==> config.mk <==
export PLATFORM = sky130hd
export DESIGN_NAME = weighted_fair_task_dispatcher
export DESIGN_NICKNAME = d
export VERILOG_FILES = /design/src/design/wfd_pkg.sv /design/src/design/weighted_fair_task_dispatcher.sv /design/src/design/wfd_cfg.sv /design/src/design/wfd_pick.sv
export SDC_FILE = /design/constraint.sdc
export NUM_CORES = 2
export LEC_CHECK = 0
export BUFFER_PORTS_ARGS = -buffer_cell sky130_fd_sc_hd__buf_2
export CELL_PAD_IN_SITES_DETAIL_PLACEMENT = 1
export CELL_PAD_IN_SITES_GLOBAL_PLACEMENT = 2
export CORE_MARGIN = 2
export CORE_UTILIZATION = 38
export DETAILED_ROUTE_END_ITERATION = 8
export GPL_TIMING_DRIVEN = 0
export PLACE_DENSITY_LB_ADDON = 0.1
export SKIP_CTS_REPAIR_TIMING = 1
export SLEW_MARGIN = 40
export SYNTH_ARGS = -nofsm -noshare
export SYNTH_HDL_FRONTEND = slang
export SYNTH_SLANG_ARGS = --single-unit
==> constraint.sdc <==
create_clock -name clk -period 17.7 [get_ports clk]
set_input_delay 3.54 -clock clk [delete_from_list [all_inputs] [get_ports clk]]
set_output_delay 3.54 -clock clk [all_outputs]
set_load 0.02 [all_outputs]
==> src/design/wfd_pkg.sv <==
// Shared types and codes for the weighted fair task dispatcher.
// No dependencies; used by every module of the dispatcher.
package wfd_pkg;

  localparam int ARR_W   = 16;
  localparam int BURST_W = 16;
  localparam int WGT_W   = 6;
  localparam int VR_W    = 22;
  localparam int NOW_W   = 20;
  localparam int BS_W    = 8;
  localparam int RUN_W   = BS_W;
  localparam int PROD_W  = RUN_W + WGT_W;
  // widest slot index over the supported slot counts (up to 32)
  localparam int MAX_IDX_W = 5;

  localparam logic [VR_W-1:0]  VR_MAX  = {VR_W{1'b1}};
  localparam logic [NOW_W-1:0] NOW_MAX = {NOW_W{1'b1}};

  localparam logic [1:0] FUNC_LOAD     = 2'd0;
  localparam logic [1:0] FUNC_DISPATCH = 2'd1;
  localparam logic [1:0] FUNC_CLEAR    = 2'd2;

  localparam logic [1:0] KIND_ACK  = 2'd0;
  localparam logic [1:0] KIND_RAN  = 2'd1;
  localparam logic [1:0] KIND_IDLE = 2'd2;
  localparam logic [1:0] KIND_NONE = 2'd3;

  localparam logic [BS_W-1:0] SLICE_LIMIT_RST = 8'd2;

  // outcome of the slot search
  typedef struct packed {
    logic                 found;
    logic [MAX_IDX_W-1:0] idx;
    logic                 pending;
    logic [ARR_W-1:0]     next_arr;
  } pick_t;

endpackage

==> src/design/weighted_fair_task_dispatcher.sv <==
// Top level of the weighted fair task dispatcher: input register, slot
// state, execute logic and result register. Uses wfd_pkg, wfd_cfg, wfd_pick.
//
//  port group   | direction | handshake           | contents
//  in_*         | in        | in_valid / in_stall | func, slot, arrival, burst, priority
//  out_*        | out       | out_valid/out_stall | kind, slot, length, times
//  psel..prdata | in/out    | APB setup + access  | slice limit at byte address 0
//
// One item per cycle sustained while the output is not stalled. An item goes from the
// input register through the single-pass execute into the result register. Each item's
// state update lands as it leaves the input register, so the next item sees it. Reset
// (rst_n low, synchronous) clears all slots and time and sets the slice limit to 2.
// out_stall holds the result register and, once the input register is full, in_stall.
module weighted_fair_task_dispatcher #(
  parameter int SLOTS = 8
) (
  input  logic        clk,
  input  logic        rst_n,
  input  logic        in_valid,
  output logic        in_stall,
  input  logic [1:0]  in_func,
  input  logic [2:0]  in_task_slot,
  input  logic [15:0] in_arrival,
  input  logic [15:0] in_burst,
  input  logic [5:0]  in_priority_req,
  output logic        out_valid,
  input  logic        out_stall,
  output logic [1:0]  out_kind,
  output logic [2:0]  out_ran_slot,
  output logic [15:0] out_length,
  output logic [19:0] out_end_time,
  output logic        out_finished,
  output logic [19:0] out_turnaround,
  output logic [19:0] out_waiting,
  input  logic        psel,
  input  logic        penable,
  input  logic        pwrite,
  input  logic [2:0]  paddr,
  input  logic [31:0] pwdata,
  output logic [31:0] prdata,
  output logic        pready
);

  localparam int IW    = (SLOTS > 1) ? $clog2(SLOTS) : 1;
  localparam int ARR_W = wfd_pkg::ARR_W;
  localparam int NOW_W = wfd_pkg::NOW_W;
  localparam int VR_W  = wfd_pkg::VR_W;
  localparam int RUN_W = wfd_pkg::RUN_W;

  // configuration
  logic [wfd_pkg::BS_W-1:0] slice_limit;

  wfd_cfg u_cfg (
    .clk        (clk),
    .rst_n      (rst_n),
    .psel       (psel),
    .penable    (penable),
    .pwrite     (pwrite),
    .paddr      (paddr),
    .pwdata     (pwdata),
    .prdata     (prdata),
    .pready     (pready),
    .slice_limit(slice_limit)
  );

  // input register
  logic        s1_valid_r;
  logic [1:0]  s1_func_r;
  logic [2:0]  s1_slot_r;
  logic [15:0] s1_arrival_r;
  logic [15:0] s1_burst_r;
  logic [5:0]  s1_prio_r;
  logic        exec_fire;
  logic        in_xfer;

  assign exec_fire = s1_valid_r && !(out_valid && out_stall);
  assign in_stall  = s1_valid_r && !exec_fire;
  assign in_xfer   = in_valid && !in_stall;

  always_ff @(posedge clk) begin
    if (!rst_n) begin
      s1_valid_r <= 1'b0;
    end else if (in_xfer) begin
      s1_valid_r <= 1'b1;
    end else if (exec_fire) begin
      s1_valid_r <= 1'b0;
    end
  end

  always_ff @(posedge clk) begin
    if (in_xfer) begin
      s1_func_r    <= in_func;
      s1_slot_r    <= in_task_slot;
      s1_arrival_r <= in_arrival;
      s1_burst_r   <= in_burst;
      s1_prio_r    <= in_priority_req;
    end
  end

  // slot state
  logic [SLOTS-1:0]                         slot_valid_r;
  logic [SLOTS-1:0][ARR_W-1:0]              slot_arrival_r;
  logic [SLOTS-1:0][wfd_pkg::BURST_W-1:0]   slot_burst_r;
  logic [SLOTS-1:0][wfd_pkg::BURST_W-1:0]   slot_rem_r;
  logic [SLOTS-1:0][wfd_pkg::WGT_W-1:0]     slot_weight_r;
  logic [SLOTS-1:0][VR_W-1:0]               slot_vr_r;
  logic [NOW_W-1:0]                         now_r;
  logic [SLOTS-1:0]                         elig;

  always_comb begin
    for (int i = 0; i < SLOTS; i++) begin
      elig[i] = slot_valid_r[i] && (slot_rem_r[i] != '0);
    end
  end

  wfd_pkg::pick_t pick;

  wfd_pick #(.SLOTS(SLOTS)) u_pick (
    .elig(elig),
    .vr  (slot_vr_r),
    .arr (slot_arrival_r),
    .now (now_r),
    .pick(pick)
  );

  // execute
  logic [IW-1:0]                   sel;
  logic [IW-1:0]                   ld_idx;
  logic                            ld_ok;
  logic [wfd_pkg::BS_W-1:0]        bs;
  logic [wfd_pkg::BURST_W-1:0]     rem_sel;
  logic [RUN_W-1:0]                run;
  logic [wfd_pkg::WGT_W-1:0]       wgt;
  logic [wfd_pkg::PROD_W-1:0]      prod;
  logic [VR_W:0]                   vr_sum;
  logic [VR_W-1:0]                 vr_new;
  logic [NOW_W:0]                  now_sum;
  logic [NOW_W-1:0]                now_run;
  logic [wfd_pkg::BURST_W-1:0]     rem_new;
  logic [NOW_W-1:0]                turn;
  logic [NOW_W-1:0]                burst_ext;
  logic [NOW_W-1:0]                wait_t;

  assign sel     = IW'(pick.idx);
  assign ld_idx  = IW'(s1_slot_r);
  assign ld_ok   = (32'(s1_slot_r) < SLOTS);
  assign bs      = (slice_limit == '0) ? wfd_pkg::BS_W'(1) : slice_limit;
  assign rem_sel = slot_rem_r[sel];
  assign run     = (rem_sel < {{(wfd_pkg::BURST_W - RUN_W){1'b0}}, bs})
                   ? rem_sel[RUN_W-1:0] : bs;
  assign wgt     = (slot_weight_r[sel] == '0) ? wfd_pkg::WGT_W'(1) : slot_weight_r[sel];
  assign prod    = {{wfd_pkg::WGT_W{1'b0}}, run} * {{RUN_W{1'b0}}, wgt};
  assign vr_sum  = {1'b0, slot_vr_r[sel]} + {{(VR_W + 1 - wfd_pkg::PROD_W){1'b0}}, prod};
  assign vr_new  = vr_sum[VR_W] ? wfd_pkg::VR_MAX : vr_sum[VR_W-1:0];
  assign now_sum = {1'b0, now_r} + {{(NOW_W + 1 - RUN_W){1'b0}}, run};
  assign now_run = now_sum[NOW_W] ? wfd_pkg::NOW_MAX : now_sum[NOW_W-1:0];
  assign rem_new = rem_sel - {{(wfd_pkg::BURST_W - RUN_W){1'b0}}, run};
  assign turn    = now_run - {{(NOW_W - ARR_W){1'b0}}, slot_arrival_r[sel]};
  assign burst_ext = {{(NOW_W - wfd_pkg::BURST_W){1'b0}}, slot_burst_r[sel]};
  // clamp at zero: only reachable once time has saturated
  assign wait_t  = (turn >= burst_ext) ? (turn - burst_ext) : '0;

  logic [1:0]       kind_nxt;
  logic [2:0]       slot_nxt;
  logic [15:0]      len_nxt;
  logic             fin_nxt;
  logic [NOW_W-1:0] turn_nxt;
  logic [NOW_W-1:0] wait_nxt;
  logic [NOW_W-1:0] now_nxt;
  logic             do_load;
  logic             do_run;
  logic             do_clear;

  always_comb begin
    kind_nxt = wfd_pkg::KIND_NONE;
    slot_nxt = '0;
    len_nxt  = '0;
    fin_nxt  = 1'b0;
    turn_nxt = '0;
    wait_nxt = '0;
    now_nxt  = now_r;
    do_load  = 1'b0;
    do_run   = 1'b0;
    do_clear = 1'b0;
    unique case (s1_func_r)
      wfd_pkg::FUNC_LOAD: begin
        kind_nxt = wfd_pkg::KIND_ACK;
        slot_nxt = s1_slot_r;
        do_load  = ld_ok;
      end
      wfd_pkg::FUNC_CLEAR: begin
        kind_nxt = wfd_pkg::KIND_ACK;
        now_nxt  = '0;
        do_clear = 1'b1;
      end
      wfd_pkg::FUNC_DISPATCH: begin
        if (pick.found) begin
          kind_nxt = wfd_pkg::KIND_RAN;
          slot_nxt = 3'(pick.idx);
          len_nxt  = 16'(run);
          now_nxt  = now_run;
          do_run   = 1'b1;
          if (rem_new == '0) begin
            fin_nxt  = 1'b1;
            turn_nxt = turn;
            wait_nxt = wait_t;
          end
        end else if (pick.pending) begin
          // idle up to the next arrival, which lies ahead of now
          kind_nxt = wfd_pkg::KIND_IDLE;
          len_nxt  = pick.next_arr - now_r[ARR_W-1:0];
          now_nxt  = {{(NOW_W - ARR_W){1'b0}}, pick.next_arr};
        end
      end
      default: begin
        kind_nxt = wfd_pkg::KIND_NONE;
      end
    endcase
  end

  always_ff @(posedge clk) begin
    if (!rst_n) begin
      slot_valid_r <= '0;
      now_r        <= '0;
    end else if (exec_fire) begin
      now_r <= now_nxt;
      if (do_clear) begin
        slot_valid_r <= '0;
      end else if (do_load) begin
        slot_valid_r[ld_idx] <= 1'b1;
      end
    end
  end

  always_ff @(posedge clk) begin
    if (exec_fire && do_load) begin
      slot_arrival_r[ld_idx] <= s1_arrival_r;
      slot_burst_r[ld_idx]   <= s1_burst_r;
      slot_rem_r[ld_idx]     <= s1_burst_r;
      slot_weight_r[ld_idx]  <= s1_prio_r;
      slot_vr_r[ld_idx]      <= '0;
    end else if (exec_fire && do_run) begin
      slot_rem_r[sel] <= rem_new;
      slot_vr_r[sel]  <= vr_new;
    end
  end

  // result register
  logic out_valid_r;

  always_ff @(posedge clk) begin
    if (!rst_n) begin
      out_valid_r <= 1'b0;
    end else if (exec_fire) begin
      out_valid_r <= 1'b1;
    end else if (!out_stall) begin
      out_valid_r <= 1'b0;
    end
  end

  always_ff @(posedge clk) begin
    if (exec_fire) begin
      out_kind       <= kind_nxt;
      out_ran_slot   <= slot_nxt;
      out_length     <= len_nxt;
      out_end_time   <= now_nxt;
      out_finished   <= fin_nxt;
      out_turnaround <= turn_nxt;
      out_waiting    <= wait_nxt;
    end
  end

  assign out_valid = out_valid_r;

  // checks
  a_slice_bound: assert property (@(posedge clk) disable iff (!rst_n)
    exec_fire && do_run |-> (run != '0) && (run <= bs))
    else $error("slice outside slice limit");

  a_wait_le_turn: assert property (@(posedge clk) disable iff (!rst_n)
    out_valid && out_kind == wfd_pkg::KIND_RAN && out_finished |-> out_waiting <= out_turnaround)
    else $error("waiting exceeds turnaround");

  a_idle_nonzero: assert property (@(posedge clk) disable iff (!rst_n)
    exec_fire && kind_nxt == wfd_pkg::KIND_IDLE |-> len_nxt != '0)
    else $error("idle gap of zero length");

  a_clear_time: assert property (@(posedge clk) disable iff (!rst_n)
    exec_fire && do_clear |=> now_r == '0 && slot_valid_r == '0)
    else $error("clear left state behind");

  a_stall_full: assert property (@(posedge clk) disable iff (!rst_n)
    in_stall |-> s1_valid_r && out_valid && out_stall)
    else $error("input stalled with room to advance");

endmodule

==> src/design/wfd_cfg.sv <==
// Configuration register block (APB-style write/read) of the dispatcher.
// Depends on wfd_pkg for the slice limit width and reset value.
module wfd_cfg (
  input  logic                    clk,
  input  logic                    rst_n,
  input  logic                    psel,
  input  logic                    penable,
  input  logic                    pwrite,
  input  logic [2:0]              paddr,
  input  logic [31:0]             pwdata,
  output logic [31:0]             prdata,
  output logic                    pready,
  output logic [wfd_pkg::BS_W-1:0] slice_limit
);

  logic [wfd_pkg::BS_W-1:0] slice_limit_r;
  logic                     wr_en;

  assign pready = 1'b1;
  assign wr_en  = psel && penable && pwrite && (paddr[2] == 1'b0);

  always_ff @(posedge clk) begin
    if (!rst_n) begin
      slice_limit_r <= wfd_pkg::SLICE_LIMIT_RST;
    end else if (wr_en) begin
      slice_limit_r <= pwdata[wfd_pkg::BS_W-1:0];
    end
  end

  assign prdata      = (paddr[2] == 1'b0) ? {{(32 - wfd_pkg::BS_W){1'b0}}, slice_limit_r}
                                          : 32'd0;
  assign slice_limit = slice_limit_r;

endmodule

==> src/design/wfd_pick.sv <==
// Comparison tree that picks the ready task with least virtual runtime
// and the earliest pending arrival. Depends on wfd_pkg.
module wfd_pick #(
  parameter int SLOTS = 8
) (
  input  logic [SLOTS-1:0]                      elig,
  input  logic [SLOTS-1:0][wfd_pkg::VR_W-1:0]   vr,
  input  logic [SLOTS-1:0][wfd_pkg::ARR_W-1:0]  arr,
  input  logic [wfd_pkg::NOW_W-1:0]             now,
  output wfd_pkg::pick_t                        pick
);

  localparam int IW = (SLOTS > 1) ? $clog2(SLOTS) : 1;
  localparam int NL = 1 << IW;

  logic [2*NL-1:0]                     c_ok;
  logic [2*NL-1:0][wfd_pkg::VR_W-1:0]  c_vr;
  logic [2*NL-1:0][wfd_pkg::ARR_W-1:0] c_arr;
  logic [2*NL-1:0][IW-1:0]             c_idx;
  logic [2*NL-1:0]                     p_ok;
  logic [2*NL-1:0][wfd_pkg::ARR_W-1:0] p_arr;

  always_comb begin
    logic take_r;
    c_ok  = '0;
    c_vr  = '0;
    c_arr = '0;
    c_idx = '0;
    p_ok  = '0;
    p_arr = '0;
    // leaves: ready tasks compete on runtime, future ones on arrival
    for (int i = 0; i < SLOTS; i++) begin
      c_vr[NL+i]  = vr[i];
      c_arr[NL+i] = arr[i];
      c_idx[NL+i] = IW'(i);
      p_arr[NL+i] = arr[i];
      c_ok[NL+i]  = elig[i] && ({{(wfd_pkg::NOW_W - wfd_pkg::ARR_W){1'b0}}, arr[i]} <= now);
      p_ok[NL+i]  = elig[i] && !c_ok[NL+i];
    end
    // left child holds lower slots, so it wins a full tie
    for (int n = NL - 1; n >= 1; n--) begin
      take_r = c_ok[2*n+1] && (!c_ok[2*n] ||
               (c_vr[2*n+1] < c_vr[2*n]) ||
               ((c_vr[2*n+1] == c_vr[2*n]) && (c_arr[2*n+1] < c_arr[2*n])));
      c_ok[n]  = c_ok[2*n] || c_ok[2*n+1];
      c_vr[n]  = take_r ? c_vr[2*n+1]  : c_vr[2*n];
      c_arr[n] = take_r ? c_arr[2*n+1] : c_arr[2*n];
      c_idx[n] = take_r ? c_idx[2*n+1] : c_idx[2*n];
      p_ok[n]  = p_ok[2*n] || p_ok[2*n+1];
      p_arr[n] = (p_ok[2*n+1] && (!p_ok[2*n] || (p_arr[2*n+1] < p_arr[2*n])))
                 ? p_arr[2*n+1] : p_arr[2*n];
    end
  end

  assign pick.found    = c_ok[1];
  assign pick.idx      = wfd_pkg::MAX_IDX_W'(c_idx[1]);
  assign pick.pending  = p_ok[1];
  assign pick.next_arr = p_arr[1];

endmodule
==> impl_metrics.toml <==
[status]
run_status = "finished, violations left"
violations = "negative setup slack"

[worst_setup_path]
crit_path_start_kind = "flip-flop"
slowest_delay_ps = 690
crit_arrival_ps = 19160
slowest_stage = "o21ai_1"
path_class = "flip-flop to flip-flop"
cp.required_ps = 18230
crit_fanout = 10
endpoint_kind = "flip-flop"

[floorplanning]
num_rows = 136
start_util = 0.383
die_area_um2 = 141000
core_area_um2 = 137000
fp.dieH_um = 376
io-pin-count = 202
die_w_um = 376

[yosys]
synthFlopType = "edfxtp_1"
syn_avg_cell_area_um2 = 10.0
synth_compound_area_frac = 0.174
synthTopCellsByCount = "edfxtp_1 (733), nand2_1 (581), ha_1 (537)"
syn_inst = 5245
async_reset_ff_frac = 0
synth_xor_area_frac = 0.0112
ys_types = 103
yosysMostFrequentCell = "edfxtp_1"
synth_top_family_by_area = "compound AO/OA/AOI/OAI gates"
synth_top_area_share = 0.419
ys_warn_count = 0
yosysTopAreaCell = "edfxtp_1"
synthMuxAreaShare = 0.0539
yosys.area_share.adder = 0.144
synthSimpleGateAreaFrac = 0.132
synth.area.top_cells = "edfxtp_1 (42%), ha_1 (13%), mux2i_1 (4.6%)"
synth_enable_flop_cells = 733
synth_seq_area_share = 0.433
yosys_register_bits = 771
syn_area_um2 = 52500

[global_routing]
grt_max_degree = 42
grt_pass1_vias = 45900
overflow = 0
track_usage = 0.336
antenna_found_initial = 11
grt_pass1_wl_um = 339000

[timing]
fmax_ghz = 0.0537
min_period_over_period = 1.05
whs_ps = 471
hold_viol = 0
tightest_slew_ps = 1020
final_max_slew_viol_count = 0
rsz0062_at_grt = "true"
setup_ws_ps = -932
finalSetupViolCount = 197
period_needed_ps = 18630
skew_ps = 54.5
slew_headroom = 0.322

[drt]
post_drt_wl_per_cell_um = 32.1
via_per_inst = 6.14
drt_iter0_drc = 4693
drtAntennaViolNets = 0
firstDrtPassIters = 7
vias = 46800
totalWireLength_um = 245000
drc = 0

[clocking]
root_buffer = "clkbuf_16"
cts_htree_levels = 3
tritoncts = "done"
ctsLongestPathBuffers = 3
clkTransAtPathRegs_ps = 60
cts_buffers = 93
clk_latency_ps = 760
clock-sinks = 771

[placement]
gp_congestion = 0.948
port_buffers = 149
dp_hpwl_um = 193000
dp_slack_ps = -11050

[final_layout]
seq_area_um2 = 22800
area_delta_synth_final_pct = 21.9
fillers = 15100
drive_gt1_frac = 0.189
nets = 6409
diodes = 0
multi_input_area_um2 = 29300

[hold_path]
hp-class = "flip-flop to flip-flop"

[power]
p_per_area_nw_per_um2 = 73.4
finalPower_mw = 4.70
p_leak_nw = 26.6
peakVddDrop_uv = 79.9

[job]
maxCapViolCount = 0
==> final cells by class <==
| cell class | instances | share of cell area |
|---|---|---|
| buffer | 255 | 0.0283 |
| clock buffer | 110 | 0.0376 |
| clock inverter | 61 | 0.0102 |
| inverter | 424 | 0.0258 |
| multi-input combinational | 3808 | 0.458 |
| sequential | 771 | 0.356 |
| tap | 1794 | 0.0350 |
| timing repair buffer | 393 | 0.0489 |
==> cell families after synthesis <==
family / after synthesis
buffers and inverters: 689
muxes: 277
xor gates and xnor gates: 67
adders and majority gates: 578
DFF: 771
and+or+nand+nor: 1445
AOI/OAI and AO/OA: 1416
other: 2
==> final timing paths <==
| path | endpoint | cells past startpoint | start | slack (ps) |
|---|---|---|---|---|
| min | u_cfg.slice_limit[2] | 2 | u_cfg.slice_limit[2] | 470 |
| max | out_waiting[17] | 80 | now_r[4] | -930 |
| min reg2reg | u_cfg.slice_limit[2] | 2 | u_cfg.slice_limit[2] | 470 |
| max reg2reg | out_waiting[17] | 80 | now_r[4] | -930 |
==> report_power, final <==
part	total [mW]	switching (mW)	internal (mW)
Clock	1.97	0.881	1.09
Sequential	2.06	0.0335	2.03
Combinational	0.668	0.447	0.221
Total	4.70	1.36	3.34
==> per-stage QoR <==
| step | TNS [ps] | utilization | cell area, µm² | cells |
|---|---|---|---|---|
| after global routing | -230750 | 0.466 | 64000 | 7616 |
| after floorplan | 0 | - | 52700 | 5268 |
| after CTS | -2990130 | 0.439 | 60300 | 7452 |
| after detailed placement | -2965250 | 0.417 | 57200 | 7281 |
| final | -132900 | 0.466 | 64000 | 7616 |
| after global placement | -5250120 | 0.405 | 55700 | 7211 |
==> critical path, delay by kind of cell, from the launching register on <==
family	cells	cell delay (ps)
fa+ha+maj	8	2480
compound gates	32	6960
buf+inv	16	3580
flops	1	360
xor+xnor	1	170
simple gates	23	4700
==> layout by cell type (no fill, tap or decap), types with 42 or more instances in the layout <==
master     netlist  layout
nand4_1         78      78
nor3_1          86      59
clkbuf_1       173     102
o211ai_1        46      46
nand3_1        106      97
a22o_1          66      66
inv_1          423     403
clkbuf_16        0      94
edfxtp_1       733     733
o21ai_0        435     395
o22ai_1         56      53
a21oi_1        329     280
a21o_1          87      87
buf_2           22     177
ha_1           537     523
nand2_1        581     579
buf_4           30     209
nor2_1         275     249
mux2i_1        241     225
a22oi_1         42      42
nor4_1          62      43
==> sequential cells by signal (all words and copies together) (netlist names) <==
signal,count
slot_vr_r,176
s1_prio_r,6
out_ran_slot,3
slot_arrival_r,128
out_waiting,20
out_kind,2
out_end_time,20
out_valid,1
slot_rem_r,128
s1_valid_r,1
out_turnaround,20
out_finished,1
s1_burst_r,16
u_cfg.slice_limit,8
out_length,16
s1_func_r,2
now_r,20
slot_weight_r,48
slot_valid_r,8
ld_idx,3
s1_arrival_r,16
slot_burst_r,128
==> per-layer routing <==
metal	vias to the layer above	track usage	share of wire	routed length, µm
met1	24000	0.454	0.42	103000
met4	6	0.155	0.052	12700
met2	1849	0.534	0.46	112000
met5	-	0	0.00015	37
met3	426	0.0467	0.072	17600
li1	20500	-	-	-
Power figures use the tool's default switching activity.
